===== config.mk =====
export PLATFORM = sky130hd
export DESIGN_NAME = url_percent_encoder_top
export DESIGN_NICKNAME = d
export VERILOG_FILES = /design/src/rtl/upe_pkg.sv /design/src/rtl/upe_cfg_regs.sv /design/src/rtl/upe_classify.sv /design/src/rtl/upe_expand.sv /design/src/rtl/url_percent_encoder_top.sv
export SDC_FILE = /design/constraint.sdc
export NUM_CORES = 1
export LEC_CHECK = 0
export ABC_AREA = 1
export BUFFER_PORTS_ARGS = -buffer_cell sky130_fd_sc_hd__buf_2
export CORE_MARGIN = 8
export CORE_UTILIZATION = 40
export DETAILED_ROUTE_END_ITERATION = 10
export PLACE_DENSITY = 0.62
export SLEW_MARGIN = 20
export SYNTH_ARGS = -nofsm -noshare
export SYNTH_HDL_FRONTEND = slang
export SYNTH_SLANG_ARGS = --single-unit

===== constraint.sdc =====
create_clock -name clk -period 2.94 [get_ports clk]
set_input_delay 0 -clock clk [delete_from_list [all_inputs] [get_ports clk]]
set_output_delay 0 -clock clk [all_outputs]
set_load 0.02 [all_outputs]

===== src/rtl/upe_pkg.sv =====
`default_nettype none

package upe_pkg;

    // configuration register indexes
    typedef enum logic [2:0] {
        REG_SET_0_63    = 3'd0,
        REG_SET_64_127  = 3'd1,
        REG_SET_128_191 = 3'd2,
        REG_SET_192_255 = 3'd3,
        REG_SPACE_PLUS  = 3'd4,
        REG_HEX_LOWER   = 3'd5
    } cfg_index_t;

    localparam int unsigned CFG_INDEX_W = 3;
    localparam int unsigned CFG_DATA_W  = 64;
    localparam int unsigned BYTE_W      = 8;

    // reset value of the allowed set: - . 0-9 A-Z _ a-z ~
    localparam logic [63:0] SET_0_63_RST    = 64'h03FF_6000_0000_0000;
    localparam logic [63:0] SET_64_127_RST  = 64'h47FF_FFFE_87FF_FFFE;
    localparam logic [63:0] SET_128_191_RST = 64'h0;
    localparam logic [63:0] SET_192_255_RST = 64'h0;

    // ascii codes
    localparam logic [7:0] CH_SPACE   = 8'h20;
    localparam logic [7:0] CH_PLUS    = 8'h2B;
    localparam logic [7:0] CH_PERCENT = 8'h25;
    localparam logic [7:0] CH_ZERO    = 8'h30;
    localparam logic [7:0] CH_UPPER_A = 8'h41;
    localparam logic [7:0] CH_LOWER_A = 8'h61;
    localparam logic [3:0] NIBBLE_MASK = 4'h0F;

    // escape character positions
    localparam logic [1:0] POS_PERCENT = 2'd0;
    localparam logic [1:0] POS_HIGH    = 2'd1;
    localparam logic [1:0] POS_LOW     = 2'd2;

    // live configuration
    typedef struct packed {
        logic [255:0] allowed;
        logic         space_to_plus;
        logic         hex_lowercase;
    } cfg_t;

    // one encoded byte, ready for serializing
    typedef struct packed {
        logic       esc;
        logic [7:0] ch0;
        logic [7:0] ch1;
        logic [7:0] ch2;
        logic       last;
    } word_t;

    // ascii hex digit of a nibble
    function automatic logic [7:0] hex_digit(input logic [3:0] nib, input logic lower);
        logic [7:0] base;
        logic [7:0] wide;
        wide = {4'h0, nib & NIBBLE_MASK};
        if (nib < 4'd10)
        begin
            hex_digit = CH_ZERO + wide;
        end
        else
        begin
            base = lower ? CH_LOWER_A : CH_UPPER_A;
            hex_digit = base + wide - 8'd10;
        end
    endfunction

endpackage

`default_nettype wire


===== src/rtl/upe_cfg_regs.sv =====
`default_nettype none

module upe_cfg_regs (
    input  wire logic                           clk,
    input  wire logic                           rst_n,
    input  wire logic                           cfg_we,
    input  wire logic [upe_pkg::CFG_INDEX_W-1:0] cfg_index,
    input  wire logic [upe_pkg::CFG_DATA_W-1:0]  cfg_wdata,
    output upe_pkg::cfg_t                       cfg
);
    import upe_pkg::*;

    logic [255:0] allowed_reg;
    logic         space_plus_reg;
    logic         hex_lower_reg;

    // register writes, unknown indexes ignored
    always_ff @(posedge clk or negedge rst_n)
    begin
        if (!rst_n)
        begin
            allowed_reg    <= {SET_192_255_RST, SET_128_191_RST, SET_64_127_RST, SET_0_63_RST};
            space_plus_reg <= 1'b0;
            hex_lower_reg  <= 1'b0;
        end
        else if (cfg_we)
        begin
            unique case (cfg_index_t'(cfg_index))
                REG_SET_0_63:    allowed_reg[63:0]    <= cfg_wdata;
                REG_SET_64_127:  allowed_reg[127:64]  <= cfg_wdata;
                REG_SET_128_191: allowed_reg[191:128] <= cfg_wdata;
                REG_SET_192_255: allowed_reg[255:192] <= cfg_wdata;
                REG_SPACE_PLUS:  space_plus_reg       <= cfg_wdata[0];
                REG_HEX_LOWER:   hex_lower_reg        <= cfg_wdata[0];
                default:         ;
            endcase
        end
    end

    assign cfg.allowed       = allowed_reg;
    assign cfg.space_to_plus = space_plus_reg;
    assign cfg.hex_lowercase = hex_lower_reg;

endmodule

`default_nettype wire


===== src/rtl/upe_classify.sv =====
`default_nettype none

module upe_classify (
    input  wire logic                         clk,
    input  wire logic                         rst_n,
    input  wire upe_pkg::cfg_t                cfg,
    input  wire logic                         in_valid,
    output logic                              in_ready,
    input  wire logic [upe_pkg::BYTE_W-1:0]   in_byte,
    input  wire logic                         in_last,
    output logic                              word_valid,
    input  wire logic                         word_ready,
    output upe_pkg::word_t                    word
);
    import upe_pkg::*;

    // stage 1: set lookup
    logic       s1_valid_reg;
    logic [7:0] s1_byte_reg;
    logic       s1_last_reg;
    logic       s1_allowed_reg;
    logic       s1_plus_reg;
    logic       s1_ready;

    // stage 2: encoded characters
    logic       s2_valid_reg;
    word_t      s2_word_reg;
    word_t      s2_word_next;
    logic       s2_ready;

    assign s2_ready = !s2_valid_reg || word_ready;
    assign s1_ready = !s1_valid_reg || s2_ready;
    assign in_ready = s1_ready;

    // stage valid bits
    always_ff @(posedge clk or negedge rst_n)
    begin
        if (!rst_n)
        begin
            s1_valid_reg <= 1'b0;
            s2_valid_reg <= 1'b0;
        end
        else
        begin
            if (s1_ready)
            begin
                s1_valid_reg <= in_valid;
            end
            if (s2_ready)
            begin
                s2_valid_reg <= s1_valid_reg;
            end
        end
    end

    // stage 1 payload
    always_ff @(posedge clk)
    begin
        if (s1_ready && in_valid)
        begin
            s1_byte_reg    <= in_byte;
            s1_last_reg    <= in_last;
            s1_allowed_reg <= cfg.allowed[in_byte];
            s1_plus_reg    <= (in_byte == CH_SPACE) && cfg.space_to_plus;
        end
    end

    // choose pass-through, plus or escape
    always_comb
    begin
        s2_word_next.last = s1_last_reg;
        s2_word_next.ch1  = hex_digit(s1_byte_reg[7:4], cfg.hex_lowercase);
        s2_word_next.ch2  = hex_digit(s1_byte_reg[3:0], cfg.hex_lowercase);
        priority if (s1_allowed_reg)
        begin
            s2_word_next.esc = 1'b0;
            s2_word_next.ch0 = s1_byte_reg;
        end
        else if (s1_plus_reg)
        begin
            s2_word_next.esc = 1'b0;
            s2_word_next.ch0 = CH_PLUS;
        end
        else
        begin
            s2_word_next.esc = 1'b1;
            s2_word_next.ch0 = CH_PERCENT;
        end
    end

    // stage 2 payload
    always_ff @(posedge clk)
    begin
        if (s2_ready && s1_valid_reg)
        begin
            s2_word_reg <= s2_word_next;
        end
    end

    assign word_valid = s2_valid_reg;
    assign word       = s2_word_reg;

endmodule

`default_nettype wire


===== src/rtl/upe_expand.sv =====
`default_nettype none

module upe_expand (
    input  wire logic                       clk,
    input  wire logic                       rst_n,
    input  wire logic                       word_valid,
    output logic                            word_ready,
    input  wire upe_pkg::word_t             word,
    output logic                            out_valid,
    input  wire logic                       out_ready,
    output logic [upe_pkg::BYTE_W-1:0]      out_char,
    output logic                            run_last,
    output logic                            message_end
);
    import upe_pkg::*;

    // word being serialized
    logic       hold_valid_reg;
    word_t      hold_word_reg;
    logic [1:0] pos_reg;
    logic [1:0] pos_next;

    // output register
    logic       out_valid_reg;
    logic [7:0] out_char_reg;
    logic [7:0] out_char_next;
    logic       run_last_reg;
    logic       msg_end_reg;

    logic out_free;
    logic emit;
    logic final_char;

    assign out_free   = !out_valid_reg || out_ready;
    assign emit       = hold_valid_reg && out_free;
    assign final_char = !hold_word_reg.esc || (pos_reg == POS_LOW);
    assign word_ready = !hold_valid_reg || (emit && final_char);

    // character at the current position
    always_comb
    begin
        unique case (pos_reg)
            POS_PERCENT: out_char_next = hold_word_reg.ch0;
            POS_HIGH:    out_char_next = hold_word_reg.ch1;
            default:     out_char_next = hold_word_reg.ch2;
        endcase
    end

    always_comb
    begin
        pos_next = pos_reg;
        if (word_ready)
        begin
            pos_next = POS_PERCENT;
        end
        else if (emit)
        begin
            pos_next = pos_reg + 2'd1;
        end
    end

    // control
    always_ff @(posedge clk or negedge rst_n)
    begin
        if (!rst_n)
        begin
            hold_valid_reg <= 1'b0;
            pos_reg        <= POS_PERCENT;
            out_valid_reg  <= 1'b0;
        end
        else
        begin
            if (word_ready)
            begin
                hold_valid_reg <= word_valid;
            end
            pos_reg <= pos_next;
            if (emit)
            begin
                out_valid_reg <= 1'b1;
            end
            else if (out_ready)
            begin
                out_valid_reg <= 1'b0;
            end
        end
    end

    // payload
    always_ff @(posedge clk)
    begin
        if (word_ready && word_valid)
        begin
            hold_word_reg <= word;
        end
        if (emit)
        begin
            out_char_reg <= out_char_next;
            run_last_reg <= final_char;
            msg_end_reg  <= final_char && hold_word_reg.last;
        end
    end

    assign out_valid   = out_valid_reg;
    assign out_char    = out_char_reg;
    assign run_last    = run_last_reg;
    assign message_end = msg_end_reg;

endmodule

`default_nettype wire


===== src/rtl/url_percent_encoder_top.sv =====
// url percent encoder
//
// slave stream s_*: one raw byte per word, s_tlast marks the message's last byte.
// master stream m_*: one encoded character per word. an allowed byte gives one
// word, a disallowed space gives '+' when space-to-plus is on, any other byte
// gives '%' and two hex digits. m_tuser[0] flags the final character of each
// byte, m_tlast the final character of the message.
// configuration: cfg_we writes cfg_wdata to register cfg_index (0-3 allowed set,
// 4 space-to-plus, 5 lower-case hex); write only while the block is idle.
// path: the first character of a byte passes the lookup stage, the encode stage,
// the serializer and the output register before it shows on m_*.
// throughput: one character per cycle while m_tready is high, set by the
// single-character output port of the serializer; an escaped byte gives three.
// reset clears all valid bits and loads the unreserved set; no clearing pass.
// when m_tready is low the output word holds and the stages fill, after which
// s_tready drops; nothing is lost or repeated.
`default_nettype none

module url_percent_encoder_top (
    input  wire logic       clk,
    input  wire logic       rst_n,
    // input stream
    input  wire logic       s_tvalid,
    output logic            s_tready,
    input  wire logic [7:0] s_tdata,   // [7:0] in_byte
    input  wire logic       s_tlast,   // last_byte
    // output stream
    output logic            m_tvalid,
    input  wire logic       m_tready,
    output logic [7:0]      m_tdata,   // [7:0] out_char
    output logic [0:0]      m_tuser,   // [0] run_last
    output logic            m_tlast,   // message_end
    // configuration
    input  wire logic       cfg_we,
    input  wire logic [2:0] cfg_index,
    input  wire logic [63:0] cfg_wdata
);
    import upe_pkg::*;

    cfg_t  cfg;
    logic  word_valid;
    logic  word_ready;
    word_t word;
    logic  run_last;

    upe_cfg_regs u_cfg (
        .clk       (clk),
        .rst_n     (rst_n),
        .cfg_we    (cfg_we),
        .cfg_index (cfg_index),
        .cfg_wdata (cfg_wdata),
        .cfg       (cfg)
    );

    upe_classify u_classify (
        .clk        (clk),
        .rst_n      (rst_n),
        .cfg        (cfg),
        .in_valid   (s_tvalid),
        .in_ready   (s_tready),
        .in_byte    (s_tdata),
        .in_last    (s_tlast),
        .word_valid (word_valid),
        .word_ready (word_ready),
        .word       (word)
    );

    upe_expand u_expand (
        .clk         (clk),
        .rst_n       (rst_n),
        .word_valid  (word_valid),
        .word_ready  (word_ready),
        .word        (word),
        .out_valid   (m_tvalid),
        .out_ready   (m_tready),
        .out_char    (m_tdata),
        .run_last    (run_last),
        .message_end (m_tlast)
    );

    assign m_tuser[0] = run_last;

`ifndef SYNTH
    // message end only on the final character of a byte
    assert property (@(posedge clk) disable iff (!rst_n)
        m_tvalid |-> (!m_tlast || m_tuser[0]))
        else $error("message end without run end");

    // an escape streams its three characters without gaps
    assert property (@(posedge clk) disable iff (!rst_n)
        (m_tvalid && m_tready && !m_tuser[0]) |=> m_tvalid)
        else $error("gap inside an escape sequence");

    // encoded word waits unchanged for the serializer
    assert property (@(posedge clk) disable iff (!rst_n)
        (word_valid && !word_ready) |=> (word_valid && $stable(word)))
        else $error("encoded word lost while stalled");
`endif

endmodule

`default_nettype wire


==> flow_summary_export.csv <==
group,metric,value,unit
global_routing,grt_start_max_net_pins,135,
cts,cts_buffers,37,
detailed_routing,drc,0,
sta,slew_violations,0,
worst_setup_path,reg2reg_depth,10,
layout,fin_area,17900,sq um
die,io_pins,93,
layout,antenna_cells,0,
placement,numPortBuffers,92,
sta,setup_viol,0,
global_routing,first_global_vias,11800,
placement,hpwl,23.6,mm
die,fp.dieW,210,um
die,fp.dieH,210,um
worst_setup_path,setup.worst_path.class,"primary input to register",
sta,min_period,2.07,ns
sta,fin_ws,0.874,ns
worst_setup_path,cpPeakStageDelay,0.55,ns
sta,hold_violations,0,
layout,largest_reg_flops,256,
sta,clock_skew,0.0123,ns
logic_synthesis,yosysTopAreaCell,"dfrtp_1",
worst_setup_path,worstReg2RegEnd,"u_classify.s1_byte_reg[0]$_DFFE_PP_",
die,die_area,44000,sq um
worst_setup_path,r2r_slack,1.01,ns
worst_hold_path,hold_class,"primary input to register",
worst_hold_path,holdCritStartpoint,"cfg_index[0]",
global_routing,grt_pass1_wl,61.5,mm
detailed_routing,drtPass1Iterations,6,
placement,place_ws,0.940,ns
cts,clock_sinks,333,
pwr,peakVddDrop,333,uV
worst_setup_path,worstPathCellList,"dlygate4sd3_1 > buf_2 > inv_1 > buf_4 > o21ai_0 > o21ai_0 > nand2_1 > nand2_1 > inv_1 > a21oi_1 > nor2_1 > nand2_1 > nand3_1 > nand2_1",
die,core_region_area,37300,sq um
cts,htree_levels,2,
cts,clkTransAtPathRegs,0.06,ns
detailed_routing,routed_wirelength,37.1,mm
logic_synthesis,yosysSeqAreaShare,0.583,
global_routing,grt_util_all_layers,0.170,
die,start_util,0.403,
logic_synthesis,syn_inst,1770,
logic_synthesis,synth_area,15000,sq um
layout,fillers,3579,
placement,place_area,15800,sq um
logic_synthesis,syn_avg_cell_area,8.48,sq um
pwr,power_leakage,8.52,nW
worst_setup_path,r2r_start,"u_expand.pos_reg[0]$_DFFE_PN0P_",
worst_setup_path,cp_data_arrival_time,2.44,ns
worst_setup_path,crit_path_end_kind,"register",
sta,fmax,484,MHz
logic_synthesis,synth_area_leaders,"dfrtp_1 33%, edfxtp_1 14%, nand2_1 13%, dfstp_2 12%, o21ai_0 11%",
sta,fin_setup_tns,0,ns
logic_synthesis,ys_seq_elements,333,
worst_hold_path,holdPathEnd,"u_cfg.space_plus_reg$_DFFE_PN0P_",
cts,cts_root_buffer,"clkbuf_16",
placement,place_congestion,0.808,
detailed_routing,viasPerCell,4.96,
cts,cts_tree,"done",
flow_run,drv_cap,0,
layout,syn2layout_area_growth,19.4,%
layout,drive_gt1_frac,0.129,
sta,worst_pin_slew,0.813,ns
layout,fin_nets,1985,
worst_hold_path,min_delay_path_depth,4,
worst_setup_path,startpoint_type,"primary input",
global_routing,grt-ovfl-total,0,
cts,clockBufferDepth,3,
logic_synthesis,yosysUniqueCellTypes,30,
sta,rsz0062_at_grt,"false",
logic_synthesis,yosysWarnings,0,
worst_setup_path,crit_required,3.32,ns
cts,insertion_delay,0.52,ns
worst_setup_path,cp_common_cell,"nand2_1",
detailed_routing,ant_nets,0,
sta,finalCritPeriodShare,0.703,
detailed_routing,avgRoutedWirePerCell,15.4,um
logic_synthesis,post-synth-top-area-fraction,0.330,
pwr,p_per_area,766,nW/um^2
logic_synthesis,syn_nets,1856,
global_routing,antenna_found_initial,0,
die,rows,71,
worst_setup_path,cp_max_fo,27,
sta,slew_headroom,0.456,
detailed_routing,dr.first_iter.drc_count,823,
detailed_routing,num_vias,11900,
worst_setup_path,critPathSlowestCell,"dlygate4sd3_1",
status,status,"complete, no violations",
synth_stat cells, drive strengths merged:
cell type,number
a211oi,1
a21boi,1
a21oi,13
a22oi,7
a31oi,2
buf,40
clkbuf,67
dfrtp,198
dfstp,66
edfxtp,69
ha,5
inv,169
nand2,530
nand3,74
nand4,1
nor2,159
nor3,1
nor4,1
o211ai,17
o21a,1
o21ai,345
o22ai,1
xor2,2
where the power goes:
group          leakage [nW]  internal, mW  switching [mW]  total, mW
Combinational          4.06         0.833            1.47       2.30
Clock                 0.625          3.00            1.86       4.86
Sequential             3.83          6.11           0.459       6.57
metal layers:
| metal | wire [um] | share of wire | up-vias | track usage |
|---|---|---|---|---|
| met2 | 17100 | 0.46 | 289 | 0.276 |
| met1 | 17200 | 0.46 | 5641 | 0.231 |
| met4 | 900 | 0.024 | 0 | 0.0525 |
| li1 | - | - | 5917 | - |
| met5 | 0 | 0 | - | 0 |
| met3 | 1870 | 0.050 | 60 | 0.0268 |
per-stage QoR:
| step | hold slack, ns | utilization | power, mW | std cells |
|---|---|---|---|---|
| 6_report | 0.0428 | 0.481 | 13.7 | 2402 |
| 5_1_grt | 0.0835 | 0.481 | 14.5 | 2402 |
| 4_1_cts | 0.0284 | 0.481 | 13.9 | 2402 |
| 3_5_place_dp | 0.0681 | 0.425 | 8.89 | 2254 |
| 3_3_place_gp | 0.0637 | 0.425 | 8.82 | 2254 |
| 2_1_floorplan | -0.296 | - | 8.12 | 1770 |
area by class of cell:
class	instances	area [sq um]	share of cell area
clock buffer	52	1070	0.0599
timing repair buffer	197	1540	0.0857
clock inverter	16	218	0.0121
tap	474	593	0.0331
inverter	169	639	0.0356
sequential	333	8760	0.488
multi-input combinational	1161	5110	0.285
worst max-delay path, delay by kind of cell:
family          cells  cell delay, ns
compound gates      3            0.63
buf+inv             5            1.30
simple gates        6            0.51
worst max path at each step:
stage | startpoint | cells after the start | to | slack [ns]
global route | u_expand.pos_reg[0]$_DFFE_PN0P_ | 9 | s_tready | 0.70
global placement | s_tdata[0] | 15 | u_classify.s1_allowed_reg$_DFFE_PP_ | 0.95
detailed placement | s_tdata[0] | 15 | u_classify.s1_allowed_reg$_DFFE_PP_ | 0.94
CTS | u_expand.pos_reg[0]$_DFFE_PN0P_ | 9 | s_tready | 0.89
finish | s_tdata[1] | 14 | u_classify.s1_allowed_reg$_DFFE_PP_ | 0.87
floorplan | u_expand.pos_reg[0]$_DFFE_PN0P_ | 6 | u_expand.hold_word_reg[0]$_DFFE_PP_ | 0.73
cell families after synthesis:
logic type / share of synthesized area
AND/OR/NAND/NOR: 0.198
buffers and inverters: 0.0791
AO/OA/AOI/OAI: 0.134
flip-flops: 0.583
XOR/XNOR: 0.00117
adder cells (fa/ha/maj): 0.00417
what timing repair did:
item	4_1_cts	5_1_grt
hold endpoints to repair	358	0
hold buffers	80	0
endpoints found under the setup margin	0	0
setup buffers	0	0
resized for setup	0	0
layout by cell type (no fill, tap or decap), types with 2 or more instances in the layout:
| cell | count |
|---|---|
| inv_1 | 167 |
| a21oi_1 | 13 |
| dlygate4sd3_1 | 80 |
| clkbuf_16 | 39 |
| nor2_1 | 157 |
| dfrtp_1 | 198 |
| ha_1 | 5 |
| a31oi_1 | 2 |
| o21ai_1 | 27 |
| clkinvlp_4 | 3 |
| xor2_1 | 2 |
| buf_4 | 20 |
| nand3_4 | 2 |
| inv_6 | 2 |
| bufinv_16 | 5 |
| a22oi_1 | 7 |
| clkbuf_1 | 8 |
| clkbuf_8 | 5 |
| nand3_1 | 72 |
| buf_12 | 6 |
| o21ai_0 | 318 |
| nand2_1 | 528 |
| nand2_4 | 2 |
| nor2_2 | 2 |
| buf_2 | 90 |
| o211ai_1 | 17 |
| edfxtp_1 | 69 |
| clkinv_1 | 2 |
| clkinv_2 | 4 |
| dfstp_2 | 66 |
Note: power is estimated with default switching activity, not from simulation.
